### src/sv/hcbd_pkg.sv
package hcbd_pkg;

	localparam int SIZE_BITS = 32;

	localparam logic [7:0] CHAR_LF = 8'h0a;
	localparam logic [7:0] CHAR_CR = 8'h0d;
	localparam logic [4:0] HEX_NONE = 5'd16;

	localparam logic [2:0] PH_SIZE = 3'd0;
	localparam logic [2:0] PH_EXT  = 3'd1;
	localparam logic [2:0] PH_DATA = 3'd2;
	localparam logic [2:0] PH_CR   = 3'd3;
	localparam logic [2:0] PH_LF   = 3'd4;
	localparam logic [2:0] PH_DONE = 3'd5;
	localparam logic [2:0] PH_ERR  = 3'd6;

	localparam logic [2:0] STATUS_OK        = 3'd0;
	localparam logic [2:0] STATUS_NO_DIGITS = 3'd1;
	localparam logic [2:0] STATUS_OVERFLOW  = 3'd2;
	localparam logic [2:0] STATUS_SIZE_CUT  = 3'd3;
	localparam logic [2:0] STATUS_DATA_CUT  = 3'd4;

	typedef struct packed {
		logic [7:0] in_byte;
		logic       in_last;
	} item_t;

	typedef struct packed {
		logic [7:0] out_byte;
		logic       out_valid;
		logic       finished;
		logic [2:0] status;
		logic       is_last;
	} result_t;

	typedef struct packed {
		logic [2:0]           phase;
		logic [SIZE_BITS-1:0] count;
		logic                 digit_seen;
		logic [2:0]           error_code;
	} dec_state_t;

	function automatic logic [4:0] hex_value(input logic [7:0] c);
		logic [4:0] v;
		v = HEX_NONE;
		if (c >= 8'h30 && c <= 8'h39) begin
			v = 5'(c - 8'h30);
		end else if (c >= 8'h61 && c <= 8'h66) begin
			v = 5'(c - 8'h61 + 8'd10);
		end else if (c >= 8'h41 && c <= 8'h46) begin
			v = 5'(c - 8'h41 + 8'd10);
		end
		return v;
	endfunction

endpackage

### src/sv/hcbd_fsm.sv
module hcbd_fsm (
	input  logic             clk,
	input  logic             arst_n,
	input  logic             step_en,
	input  hcbd_pkg::item_t  item,
	output hcbd_pkg::result_t result
);

	hcbd_pkg::dec_state_t st_q;
	hcbd_pkg::dec_state_t st_d;
	hcbd_pkg::dec_state_t st_nx;
	hcbd_pkg::dec_state_t st_rst;

	function automatic hcbd_pkg::dec_state_t end_line(input hcbd_pkg::dec_state_t s);
		hcbd_pkg::dec_state_t r;
		r = s;
		r.phase = (s.count == '0) ? hcbd_pkg::PH_DONE : hcbd_pkg::PH_DATA;
		return r;
	endfunction

	function automatic hcbd_pkg::dec_state_t size_byte(input hcbd_pkg::dec_state_t s,
			input logic [7:0] c);
		hcbd_pkg::dec_state_t r;
		logic [4:0] d;
		r = s;
		d = hcbd_pkg::hex_value(c);
		if (d != hcbd_pkg::HEX_NONE) begin
			if (s.count[hcbd_pkg::SIZE_BITS-1 -: 4] != 4'd0) begin
				r.error_code = hcbd_pkg::STATUS_OVERFLOW;
				r.phase = hcbd_pkg::PH_ERR;
			end else begin
				r.count = {s.count[hcbd_pkg::SIZE_BITS-5:0], d[3:0]};
				r.digit_seen = 1'b1;
			end
		end else if (!s.digit_seen) begin
			r.error_code = hcbd_pkg::STATUS_NO_DIGITS;
			r.phase = hcbd_pkg::PH_ERR;
		end else begin
			r.phase = hcbd_pkg::PH_EXT;
			if (c == hcbd_pkg::CHAR_LF) begin
				r = end_line(r);
			end
		end
		return r;
	endfunction

	always_comb begin
		st_rst = '0;
		st_rst.phase = hcbd_pkg::PH_SIZE;
	end

	always_comb begin
		hcbd_pkg::dec_state_t fresh;
		logic valid;
		fresh = st_q;
		fresh.phase = hcbd_pkg::PH_SIZE;
		fresh.digit_seen = 1'b0;
		fresh.count = '0;
		st_nx = st_q;
		valid = 1'b0;
		unique case (st_q.phase)
			hcbd_pkg::PH_SIZE: begin
				st_nx = size_byte(st_q, item.in_byte);
			end
			hcbd_pkg::PH_EXT: begin
				if (item.in_byte == hcbd_pkg::CHAR_LF) begin
					st_nx = end_line(st_q);
				end
			end
			hcbd_pkg::PH_DATA: begin
				valid = 1'b1;
				st_nx.count = st_q.count - (hcbd_pkg::SIZE_BITS)'(1);
				if (st_nx.count == '0) begin
					st_nx.phase = hcbd_pkg::PH_CR;
				end
			end
			hcbd_pkg::PH_CR: begin
				if (item.in_byte == hcbd_pkg::CHAR_CR) begin
					st_nx.phase = hcbd_pkg::PH_LF;
				end else if (item.in_byte == hcbd_pkg::CHAR_LF) begin
					st_nx = fresh;
				end else begin
					st_nx = size_byte(fresh, item.in_byte);
				end
			end
			hcbd_pkg::PH_LF: begin
				if (item.in_byte == hcbd_pkg::CHAR_LF) begin
					st_nx = fresh;
				end else begin
					st_nx = size_byte(fresh, item.in_byte);
				end
			end
			hcbd_pkg::PH_DONE: begin
				st_nx = st_q;
			end
			default: begin
				st_nx.phase = hcbd_pkg::PH_ERR;
			end
		endcase

		if (item.in_last && st_nx.phase != hcbd_pkg::PH_ERR
				&& st_nx.phase != hcbd_pkg::PH_DONE) begin
			if (st_nx.phase == hcbd_pkg::PH_EXT
					|| (st_nx.phase == hcbd_pkg::PH_SIZE && st_nx.digit_seen)) begin
				st_nx.error_code = hcbd_pkg::STATUS_SIZE_CUT;
			end else if (st_nx.phase == hcbd_pkg::PH_DATA) begin
				st_nx.error_code = hcbd_pkg::STATUS_DATA_CUT;
			end else begin
				st_nx.error_code = hcbd_pkg::STATUS_NO_DIGITS;
			end
			st_nx.phase = hcbd_pkg::PH_ERR;
		end

		result.out_byte = valid ? item.in_byte : 8'd0;
		result.out_valid = valid;
		result.finished = (st_nx.phase == hcbd_pkg::PH_DONE);
		result.status = st_nx.error_code;
		result.is_last = item.in_last;

		st_d = item.in_last ? st_rst : st_nx;
	end

	always_ff @(posedge clk or negedge arst_n) begin
		if (!arst_n) begin
			st_q <= st_rst;
		end else if (step_en) begin
			st_q <= st_d;
		end
	end

endmodule

### src/sv/http_chunked_body_decoder.sv
// An input transfer is captured in the input register, decoded, and its result captured in the result register.
// Throughput: one byte per cycle; the input register, the decode step and the result register
// form a two-stage pipeline, and the input stalls only while both stages are held.
// Reset: arst_n clears both stage valid flags and returns the decoder to the start of a size line
// with no error; a byte flagged as last also returns the decoder to that state.
module http_chunked_body_decoder (
	input  logic              clk,
	input  logic              arst_n,
	input  logic              item_valid,
	output logic              item_stall,
	input  hcbd_pkg::item_t   item,
	output logic              result_valid,
	input  logic              result_stall,
	output hcbd_pkg::result_t result
);

	logic              valid_s1;
	hcbd_pkg::item_t   item_s1;
	logic              advance;
	hcbd_pkg::result_t step_res;
	logic              out_valid_q;
	hcbd_pkg::result_t out_q;

	assign advance = valid_s1 && (!out_valid_q || !result_stall);
	assign item_stall = valid_s1 && !advance;

	always_ff @(posedge clk or negedge arst_n) begin
		if (!arst_n) begin
			valid_s1 <= 1'b0;
		end else if (!item_stall) begin
			valid_s1 <= item_valid;
		end
	end

	always_ff @(posedge clk) begin
		if (!item_stall && item_valid) begin
			item_s1 <= item;
		end
	end

	hcbd_fsm u_fsm (
		.clk     (clk),
		.arst_n  (arst_n),
		.step_en (advance),
		.item    (item_s1),
		.result  (step_res)
	);

	always_ff @(posedge clk or negedge arst_n) begin
		if (!arst_n) begin
			out_valid_q <= 1'b0;
		end else if (!out_valid_q || !result_stall) begin
			out_valid_q <= advance;
		end
	end

	always_ff @(posedge clk) begin
		if (advance) begin
			out_q <= step_res;
		end
	end

	assign result_valid = out_valid_q;
	assign result = out_q;

	a_stall_only_when_full: assert property (@(posedge clk) disable iff (!arst_n)
		item_stall |-> valid_s1)
		else $error("input stalled with an empty input stage");

	a_payload_not_finished: assert property (@(posedge clk) disable iff (!arst_n)
		(result_valid && result.out_valid) |-> !result.finished)
		else $error("payload byte marked as finished");

	a_finished_is_ok: assert property (@(posedge clk) disable iff (!arst_n)
		(result_valid && result.finished) |-> (result.status == hcbd_pkg::STATUS_OK))
		else $error("finished result carries an error status");

	a_advance_fills_output: assert property (@(posedge clk) disable iff (!arst_n)
		advance |=> result_valid)
		else $error("decoded byte did not reach the result register");

endmodule

### config.mk
export PLATFORM = sky130hd
export DESIGN_NAME = http_chunked_body_decoder
export DESIGN_NICKNAME = d
export VERILOG_FILES = /design/src/sv/hcbd_pkg.sv /design/src/sv/hcbd_fsm.sv /design/src/sv/http_chunked_body_decoder.sv
export SDC_FILE = /design/constraint.sdc
export NUM_CORES = 1
export LEC_CHECK = 0
export ABC_AREA = 1
export BUFFER_PORTS_ARGS = -buffer_cell sky130_fd_sc_hd__buf_4
export CAP_MARGIN = 0
export CORE_MARGIN = 5
export CORE_UTILIZATION = 35
export CTS_BUF_LIST = sky130_fd_sc_hd__clkbuf_4
export CTS_CLUSTER_DIAMETER = 50
export DETAILED_ROUTE_END_ITERATION = 12
export PLACE_DENSITY = 0.62
export SLEW_MARGIN = 15
export SYNTH_ARGS = -nofsm -noshare
export SYNTH_HDL_FRONTEND = slang
export SYNTH_HIERARCHICAL = 1
export SYNTH_SLANG_ARGS = --single-unit
export TNS_END_PERCENT = 50
### constraint.sdc
create_clock -name clk -period 2.5 [get_ports clk]
set_input_delay 0.5 -clock clk [delete_from_list [all_inputs] [get_ports clk]]
set_output_delay 0.5 -clock clk [all_outputs]
set_load 0.02 [all_outputs]
==> results of run 1 <==
[layout by cell type, fill, tap and decap left out, types with 2 or more instances in the layout]
| master | instances |
|---|---|
| o21ai_0 | 36 |
| clkinv_2 | 5 |
| nand3_1 | 31 |
| nor3_1 | 2 |
| nand2_1 | 126 |
| ha_1 | 5 |
| nand3b_1 | 3 |
| nand2_2 | 14 |
| dfrtp_1 | 36 |
| nor2_4 | 11 |
| clkbuf_4 | 11 |
| o32ai_1 | 14 |
| buf_4 | 60 |
| o22ai_1 | 27 |
| clkinv_1 | 3 |
| buf_12 | 3 |
| xor2_1 | 8 |
| nor2_2 | 14 |
| edfxtp_1 | 23 |
| nor2_1 | 71 |
| dfrtp_2 | 5 |
| a21oi_2 | 3 |
| nand3_2 | 4 |
| nand3_4 | 2 |
| inv_2 | 7 |
| a31oi_1 | 2 |
| nand2_4 | 3 |
| nand4_1 | 13 |
| a211oi_1 | 2 |
| a21oi_1 | 39 |
| inv_1 | 77 |
| o21ai_1 | 3 |
[how the worst max path moves through the flow]
stage | start | endpoint | depth (start not counted)
finish | u_fsm/st_q[6]$_DFFE_PN0P_ | result[1]$_DFFE_PP_ | 13
detailed placement | item_s1[1]$_DFFE_PP_ | result[1]$_DFFE_PP_ | 14
global placement | u_fsm/st_q[15]$_DFFE_PN0P_ | result[3]$_DFFE_PP_ | 12
CTS | item_s1[1]$_DFFE_PP_ | result[1]$_DFFE_PP_ | 14
global route | u_fsm/st_q[6]$_DFFE_PN0P_ | result[1]$_DFFE_PP_ | 18
floorplan | u_fsm/st_q[4]$_DFFE_PN0P_ | result[1]$_DFFE_PP_ | 13
[worst reg2reg max path, cell delays in order, from the launching register on]
cell      delay [ns]
dfrtp_2         0.47
buf_12          0.14
nor2_4          0.16
nand3_4         0.13
nor2_4          0.15
nand2_2         0.08
nor2_4          0.10
nand4_1         0.12
a21oi_1         0.16
nand3b_1        0.19
nand4_1         0.16
nand2_4         0.10
nand2_1         0.06
and2_1          0.14
[state kept, by name (all words and copies together) (netlist names)]
signal	cells
result_valid	1
result	14
valid_s1	1
item_s1	9
u_fsm/st_q	39
[metal layers]
| metal | track usage (%) | up-vias | wire, um |
|---|---|---|---|
| li1 | - | 2164 | - |
| met1 | 22.6 | 2081 | 5580 |
| met2 | 29.8 | 146 | 6100 |
| met3 | 4.24 | 20 | 746 |
| met4 | 5.53 | 0 | 197 |
| met5 | 0 | - | 0 |
[stage by stage]
stage | instance area (sq um) | utilization, % | TNS [ns]
6_report | 5350 | 42.9 | 0
5_1_grt | 5350 | 42.9 | -0.0786
4_1_cts | 5050 | 40.5 | 0
3_5_place_dp | 4920 | 39.5 | 0
3_3_place_gp | 4920 | 39.5 | 0
2_1_floorplan | 4410 | - | 0
[cell families (layout without fill, tap and decap cells)]
logic type      Yosys count  after routing  share of synthesized area (%)
simple gates            300            300                           31.4
compound gates          129            129                           17.0
buf+inv                 105            168                           9.19
flops                    64             64                           38.9
xor+xnor                  9              9                           1.79
fa+ha+maj                 6              6                           1.70
[what timing repair did]
item / CTS / global route
buffers inserted: 0 / 19
setup endpoints to repair: 0 / 7
resized for setup: 0 / 44
[cell type report]
type / count / area (sq um)
repair buffers: 64 / 522
well taps: 172 / 215
inverters: 88 / 332
fillers: 1255 / 7110
clock inverters: 5 / 50.0
clock buffers: 11 / 82.6
flip-flops and latches: 64 / 1720
multi-input cells: 444 / 2430
==> reports/metrics.yaml, run 1 <==
sta:
  setup_viol: 0
  hold_slack_ns: 0.0260
  rsz0062_at_grt: "yes"
  drv_slew: 0
  fmax_ghz: 0.414
  setup_ws_ns: 0.0873
  finalCritPeriodShare_pct: 96.5
  worst_pin_slew_ns: 0.555
  hold_viol_final: 0
  skew_ns: 0.0256
  slew_headroom_pct: 63.0
  min_period_ns: 2.41
route:
  drc_errors: 0
  drt_wl_total_um: 12600
  num_vias: 4411
  viasPerCell: 5.20
  wl_per_cell_um: 14.9
  ant_nets: 0
  drtIter0Drc: 365
  first_pass_iters: 6
min_path:
  hold_path.class: "in -> async"
global_route:
  antenna_found_initial: 0
  grt_use_total_pct: 17.7
  grt_max_degree: 42
  grt_overflow: 0
  grt_pass1_wl_um: 21000
  grt_pass1_vias: 4368
final_layout:
  diodes: 0
  final_cells: 848
  areaGrowthSynthToFinish_pct: 21.4
  drive_gt1_share_pct: 22.5
  fin_nets: 690
synth:
  yosys_most_used_dff: "dfrtp_1"
  syn-cell-area_sq_um: 4410
  synth.yosys.seq_area_share_pct: 38.9
  synth_cells: 613
  syn-num-nets: 632
  yosysTopAreaCell: "dfrtp_1"
  synthTopCellsByCount: "132 x nand2_1, 81 x inv_1, 81 x nor2_1"
  syn_avg_cell_area_sq_um: 7.19
  ys_seq_elements: 64
  yosys_warnings: 6
  yosys-top-cells-area: "dfrtp_1 23%, edfxtp_1 16%, nand2_1 11%"
  synth_edf_count: 23
  ys_types: 40
  synth_top_area_share_pct: 23.3
  yosysMostFrequentCell: "nand2_1"
  async_flop_share_pct: 64.1
worst_setup_path:
  regToRegEndpoint: "result[1]$_DFFE_PP_"
  cp.required_ns: 2.72
  r2r_cells: 13
  cpPeakStageDelay_ns: 0.47
  crit_fanout: 5
  startpoint_type: "flip-flop"
  critical_path_arrival_ns: 2.63
  crit_top_cell: "nor2_4"
  path_cells: "buf_12 > nor2_4 > nand3_4 > nor2_4 > nand2_2 > nor2_4 > nand4_1 > a21oi_1 > nand3b_1 > nand4_1 > nand2_4 > nand2_1 > and2_1"
  path_class: "reg -> reg"
  crit_family: "simple AND/OR/NAND/NOR gates"
  rrSetupSlack_ns: 0.09
  cp-end-kind: "flip-flop"
  crit_buf_inv: 1
  timing.rr.start: "u_fsm/st_q[6]$_DFFE_PN0P_"
  critical-path-slowest-cell: "dfrtp_2"
cts:
  cts_tree: "built"
  cts_root_buf: "clkbuf_4"
  hold_buffers: 0
  clk_latency_ns: 0.45
  numCtsBuffers: 9
  cts_sinks: 64
  h-tree-depth: 3
  clk_pin_slew_ns: 0.12
  cts_buffer_depth: 2
floorplan:
  fp.dieW_um: 122
  coreArea_sq_um: 12500
  ios: 29
  rows: 41
  initial_utilization_pct: 35.4
  dieArea_sq_um: 14900
  die_height_um: 122
place:
  dpl.hpwl_um: 8890
  placedCellCount: 813
  post-place-ws_ns: 0.00437
  io_buffers: 28
  gp_congestion: 0.885
status:
  status: "completed"
flow_run:
  maxCapViolCount: 0
Power of run 1 is left out: the tool's default activity adds up to more than one toggle a clock period on the data nets, which glitch-free logic cannot reach.
==> run 2: changes to the inputs <==
--- a/config.mk
+++ b/config.mk
@@ -11,3 +11,3 @@
 export CORE_MARGIN = 5
-export CORE_UTILIZATION = 35
+export CORE_UTILIZATION = 50
 export CTS_BUF_LIST = sky130_fd_sc_hd__clkbuf_4
@@ -15,3 +15,3 @@
 export DETAILED_ROUTE_END_ITERATION = 12
-export PLACE_DENSITY = 0.62
+export PLACE_DENSITY = 0.79
 export SLEW_MARGIN = 15
--- a/constraint.sdc
+++ b/constraint.sdc
@@ -3,2 +3,2 @@
 set_output_delay 0.5 -clock clk [all_outputs]
-set_load 0.02 [all_outputs]
+set_load 0.05 [all_outputs]
==> run 2 against run 1 <==
Effect of this change: critical path depth grew 1; largest cell class unchanged; worst setup slack got worse by 0.042 ns; sequential share of layout area increased by 0.29 points; clock-buffer cell count is 1 lower; worst hold slack improved by 0.030 ns; utilization is 18 points higher; clock skew decreased by 0.019 ns; first-iteration DRC count grew 2.2%; critical path type unchanged.
==> reports/metrics.yaml, run 2 (synthesis results as in run 1) <==
final_layout:
  fill_cells: 759  # -40%
  layout_common_cells: "125 x nand2_1, 76 x inv_1, 68 x nor2_1"
  diodes: 0  # unchanged
  final_cells: 779  # -8.1%
  largest_register_ffs: 39  # unchanged
  drive_gt1_share_pct: 22.2  # -0.28 points
  finalInstanceArea_sq_um: 5300  # -1.0%
  areaGrowthSynthToFinish_pct: 20.1
  fin_nets: 685  # -0.72%
  layout_commonest_cell: "nand2_1"
  top_register: "u_fsm/st_q"
sta:
  finalCritPeriodShare_pct: 98.2  # +1.7 points
  worst_pin_slew_ns: 0.559  # +0.00426 ns
  setup_viol: 0  # unchanged
  fmax_ghz: 0.407  # -1.7%
  hold_viol_final: 0  # unchanged
  min_period_ns: 2.45  # +0.0417 ns
  slew_headroom_pct: 62.7  # -0.28 points
  skew_ns: 0.00632  # -0.0193 ns
  rsz0062_at_grt: "yes"
  drv_slew: 0  # unchanged
floorplan:
  coreArea_sq_um: 8680  # -30%
  rows: 34  # -17%
  fp.dieW_um: 104  # -15%
  initial_utilization_pct: 50.8  # +15 points
  ios: 29  # unchanged
  die_height_um: 104  # -15%
  dieArea_sq_um: 10800  # -28%
route:
  drc_errors: 0  # unchanged
  viasPerCell: 5.92  # +14%
  drtIter0Drc: 373  # +2.2%
  drt_wl_total_um: 12900  # +2.2%
  num_vias: 4608  # +4.5%
  first_pass_iters: 5  # -1
  ant_nets: 0  # unchanged
  wl_per_cell_um: 16.6  # +11%
flow_run:
  maxCapViolCount: 0  # unchanged
cts:
  hold_buffers: 0  # unchanged
  clk_latency_ns: 0.41  # -0.04 ns
  cts_root_buf: "clkbuf_4"
  clk_pin_slew_ns: 0.11  # about the same
  cts_buffer_depth: 2  # unchanged
  h-tree-depth: 3  # unchanged
  cts_sinks: 64  # unchanged
  numCtsBuffers: 9  # unchanged
  cts_tree: "built"
worst_setup_path:
  crit_fanout: 8  # +3
  path_class: "reg -> reg"
  path_cells: "buf_4 > nor2_4 > nand3_4 > nor2_4 > nand2_2 > nor2_2 > xor2_1 > nand2_1 > nor2_1 > nand4_1 > nand4_1 > nand2_4 > nand2_2 > nand2_2"
  critical-path-slowest-cell: "dfrtp_1"
  cpPeakStageDelay_ns: 0.42  # -0.05 ns
  cp-end-kind: "flip-flop"
  crit_top_cell: "nand2_2"
  critical_path_arrival_ns: 2.63  # about the same
  cp.required_ns: 2.68  # -0.04 ns
  startpoint_type: "flip-flop"
global_route:
  grt_pass1_vias: 4301  # -1.5%
  antenna_found_initial: 0  # unchanged
  grt_overflow: 0  # unchanged
  grt_use_total_pct: 21.6  # +3.9 points
  grt_pass1_wl_um: 19600  # -7.0%
  grt_max_degree: 42  # unchanged
status:
  status: "completed"
place:
  dpl-instance-area_sq_um: 4840  # -1.6%
  dpl.hpwl_um: 8490  # -4.4%
  placedCellCount: 749  # -7.9%
  gp_congestion: 0.967  # +9.3%
  io_buffers: 28  # unchanged
min_path:
  hold_path.class: "in -> async"
run 2: worst paths after layout:
| kind | startpoint | cells after the start | to | slack [ns] |
|---|---|---|---|---|
| setup / recovery | u_fsm/st_q[5]$_DFFE_PN0P_ | 14 | result[3]$_DFFE_PP_ | 0.05 |
| hold / removal | arst_n | 1 | u_fsm/st_q[18]$_DFFE_PN0P_ | 0.06 |
| setup reg to reg | u_fsm/st_q[5]$_DFFE_PN0P_ | 14 | result[3]$_DFFE_PP_ | 0.05 |
| hold reg to reg | u_fsm/st_q[2]$_DFFE_PN0P_ | 2 | u_fsm/st_q[2]$_DFFE_PN0P_ | 0.51 |
| max in group asynchronous | arst_n | 1 | u_fsm/st_q[8]$_DFFE_PN0P_ | 2.03 |
| min in group clk | item[2] | 1 | item_s1[2]$_DFFE_PP_ | 0.25 |
run 2: critical path, delay by kind of cell, from the launching register on:
family / cells / cell delay [ns]
xor gates and xnor gates: 1 / 0.18
buffers and inverters: 1 / 0.16
DFF: 1 / 0.42
and+or+nand+nor: 12 / 1.45
run 2: layer usage:
layer | GRT usage, % | routed length, um
met1 | 28.1 | 5000
met2 | 35.8 | 6320
met3 | 4.03 | 1210
met4 | 8.05 | 369
met5 | 0 | 0
run 2: area by class of cell:
class / count / area (sq um) / area share [%]
clock buffer: 10 / 75.1 / 1.42
clock inverter: 6 / 60.1 / 1.13
inverter: 88 / 334 / 6.31
tap: 108 / 135 / 2.55
timing repair buffer: 59 / 549 / 10.4
sequential: 64 / 1720 / 32.5
multi-input combinational: 444 / 2420 / 45.7
run 2: through the flow:
stage | setup TNS [ns] | worst slack, ns | util (%) | hold WS (ns)
2_1_floorplan | 0 | 0.0716 | - | 0.204
4_1_cts | 0 | 0.0163 | 57.3 | 0.0700
6_report | 0 | 0.0456 | 61.0 | 0.0557
3_3_place_gp | 0 | 0.127 | 55.8 | 0.466
3_5_place_dp | 0 | 0.0317 | 55.8 | 0.478
5_1_grt | -0.562 | -0.0896 | 61.0 | 0.0903
run 2: timing repair:
action                     in CTS  in global routing
buffers inserted                0                 11
setup endpoints to repair       0                 37
gates resized for setup         0                 48
Power of run 2 is left out for the same reason.
==> run 3: changes to the inputs <==
Settings changed: SYNTH_HIERARCHICAL 1 to not set.
==> run 3 against run 2 <==
Effect of this change: the flow now finishes with violations (setup timing); synthesized cell count rose by 12%; via count grew 11%; fmax shrank 6.6%; area after synthesis is 4.7% higher; utilization up 3.6 points; flip-flop and latch count unchanged; non-clock buffer count increased by 29.
==> reports/metrics.yaml, run 3 <==
worst_setup_path:
  cp-end-kind: "flip-flop"
  critical_path_arrival_ns: 2.81  # +0.18 ns
  cpPeakStageDelay_ns: 0.47  # +0.05 ns
  timing.rr.start: "item_s1[2]$_DFFE_PP_"
  path_class: "reg -> reg"
  cp.required_ns: 2.69  # about the same
  path_cells: "inv_2 > ha_4 > nand2_4 > nand3_4 > nand2_4 > nand2_2 > nand2_2 > nand2_4 > nand3_4 > nor2_4 > buf_6 > o21bai_1 > o21ai_1 > nand2_1 > nand2_1 > nand3_2 > and2_1"
  critical-path-slowest-cell: "edfxtp_1"
  startpoint_type: "flip-flop"
  crit_top_cell: "nand2_4"
  crit_fanout: 6  # -2
  cp-startpoint: "item_s1[2]$_DFFE_PP_"
sta:
  skew_ns: 0.0169  # +0.0106 ns
  finalCritPeriodShare_pct: 105  # +6.9 points
  slew_headroom_pct: 49.9  # -13 points
  drv_slew: 0  # unchanged
  hold_viol_final: 0  # unchanged
  min_period_ns: 2.63  # +0.172 ns
  setup_ws_ns: -0.127  # -0.172 ns
  fmax_ghz: 0.381  # -6.6%
  worst_pin_slew_ns: 0.751  # +0.192 ns
  rsz0062_at_grt: "yes"
  fin_tns_setup_ns: -0.264  # -0.264 ns
  setup_viol: 3  # +3
synth:
  yosysMostFrequentCell: "nand2_1"
  yosys_warnings: 0  # -6
  yosys-top-cells-area: "dfrtp_1 22%, edfxtp_1 15%, nand2_1 14%"
  async_flop_share_pct: 64.1  # unchanged
  ys_seq_elements: 64  # unchanged
  synthTopCellsByCount: "172 x nand2_1, 106 x nor2_1, 74 x inv_1"
  syn-cell-area_sq_um: 4620  # +4.7%
  synth_top_area_share_pct: 22.2  # -1.1 points
  synth_edf_count: 23  # unchanged
  ys_types: 36  # -10%
  syn_avg_cell_area_sq_um: 6.73  # -6.4%
  synth_cells: 686  # +12%
  synth.yosys.seq_area_share_pct: 37.2  # -1.8 points
  yosys_most_used_dff: "dfrtp_1"
  syn-num-nets: 705  # +12%
  yosysTopAreaCell: "dfrtp_1"
power:
  power.density_nw_per_um2: 1570
  ir_drop_v: 0.000697
  power.clock.fraction_pct: 9.5
  p_int_uw: 4150
  p_leak_uw: 0.00278
  p_comb_share_pct: 72.5
  swShare_pct: 54.9
  seq_power_share_pct: 18.0
  p_sw_uw: 5060
cts:
  clk_pin_slew_ns: 0.13  # +0.02 ns
  numCtsBuffers: 9  # unchanged
  cts_tree: "built"
  h-tree-depth: 3  # unchanged
  cts_buffer_depth: 2  # unchanged
  clk_latency_ns: 0.43  # +0.02 ns
  cts_sinks: 64  # unchanged
  hold_buffers: 0  # unchanged
  cts_root_buf: "clkbuf_4"
status:
  status: "complete, but fails checks"
  violations: "setup timing"
floorplan:
  rows: 35  # +2.9%
  dieArea_sq_um: 11300  # +4.3%
  die_height_um: 106  # +2.1%
  ios: 29  # unchanged
  coreArea_sq_um: 9110  # +5.0%
  initial_utilization_pct: 50.7  # -0.11 points
  fp.dieW_um: 106  # +2.1%
route:
  drt_wl_total_um: 14900  # +16%
  ant_nets: 0  # unchanged
  drc_errors: 0  # unchanged
  first_pass_iters: 5  # unchanged
  num_vias: 5104  # +11%
  wl_per_cell_um: 16.9  # +2.4%
  viasPerCell: 5.79  # -2.2%
  drtIter0Drc: 371  # -0.54%
global_route:
  antenna_found_initial: 0  # unchanged
  grt_pass1_wl_um: 23200  # +19%
  grt_pass1_vias: 4972  # +16%
  grt_max_degree: 42  # unchanged
  grt_overflow: 0  # unchanged
  grt_use_total_pct: 25.3  # +3.7 points
flow_run:
  maxCapViolCount: 0  # unchanged
final_layout:
  layout_commonest_cell: "nand2_1"
  diodes: 0  # unchanged
  largest_register_ffs: 39  # unchanged
  areaGrowthSynthToFinish_pct: 27.4
  top_register: "u_fsm.st_q"
  layout_common_cells: "156 x nand2_1, 87 x nor2_1, 76 x buf_4"
  drive_gt1_share_pct: 25.6  # +3.3 points
  fin_nets: 785  # +15%
  final_cells: 882  # +13%
place:
  io_buffers: 28  # unchanged
  gp_congestion: 0.959  # -0.84%
  dpl.hpwl_um: 9870  # +16%
  placedCellCount: 845  # +13%
min_path:
  hold_path.class: "in -> async"
-- run 3: changes by cell type in the layout (fill, tap and decap cells not counted), sizes merged, moves of 16 or more --
cell,delta
nand3,+22
o21ai,+44
nor2,+16
o22ai,-22
nand2,+38
buf,+30
-- run 3: routing by layer --
metal  share of wire [%]  global-route usage (%)  vias to the layer above
met4                 4.0                    13.7                        0
met3                 9.0                    4.07                       52
li1                    -                       -                     2417
met5                   0                       0                        -
met2                  49                    43.1                      287
met1                  38                    30.6                     2348
-- run 3: area by class of cell --
cell class	count	area (sq um)
fillers	797	3220
clock buffers	9	67.6
multi-input cells	523	2800
flip-flops and latches	64	1720
clock inverters	7	103
repair buffers	88	754
inverters	80	300
well taps	111	139
-- run 3: cells by family (layout without fill, tap and decap cells) --
family | after synthesis | in the layout | share of synthesized area, %
buf+inv | 99 | 184 | 8.78
xor+xnor | 7 | 7 | 1.33
fa+ha+maj | 6 | 6 | 1.63
flops | 64 | 64 | 37.2
compound gates | 125 | 125 | 14.6
simple gates | 385 | 385 | 36.5
-- run 3: through the flow --
step / worst slack [ns] / util, % / hold slack (ns) / cell area (sq um) / power, uW
floorplan: 0.168 / - / 0.204 / 4620 / 5510
global placement: -0.0599 / 56.8 / 0.464 / 5170 / 7290
detailed placement: -0.149 / 56.8 / 0.466 / 5170 / 7380
CTS: -0.0340 / 60.0 / 0.0608 / 5460 / 8400
global route: -0.243 / 64.6 / 0.0789 / 5880 / 9900
finish: -0.127 / 64.6 / 0.0518 / 5880 / 9220
-- run 3: power by group through the flow --
stage | combinational, uW | sequential [uW] | clock, uW
floorplan | 3730 | 1780 | 0
global placement | 5660 | 1630 | 0
detailed placement | 5740 | 1640 | 0
CTS | 5890 | 1620 | 885
global route | 7280 | 1690 | 931
finish | 6680 | 1660 | 876
-- run 3: path summary, 6_finish.rpt --
| check | cells after the start | end | slack [ns] |
|---|---|---|---|
| hold reg to reg | 2 | result_valid$_DFFE_PN0N_ | 0.50 |
| max in group asynchronous | 1 | u_fsm.st_q[7]$_DFFE_PN0P_ | 2.05 |
| setup reg to reg | 17 | result[2]$_DFFE_PP_ | -0.13 |
| hold / removal | 1 | u_fsm.st_q[5]$_DFFE_PN0P_ | 0.05 |
| setup / recovery | 17 | result[2]$_DFFE_PP_ | -0.13 |
| min in group clk | 1 | item_s1[2]$_DFFE_PP_ | 0.24 |
-- run 3: worst max-delay path, delay by kind of cell (launching register included) --
kind | cells | cell delay [ns]
flip-flops | 1 | 0.47
buffers and inverters | 2 | 0.29
AND/OR/NAND/NOR | 12 | 1.16
adder cells (fa/ha/maj) | 1 | 0.17
AO/OA/AOI/OAI | 2 | 0.27
-- run 3: timing repair --
action                     CTS  global route
pin swaps                    5            23
cloned                       0             3
buffers inserted             7            12
resized for setup           18            81
setup endpoints to repair   10            41
Note: power is estimated with default switching activity, not from simulation.
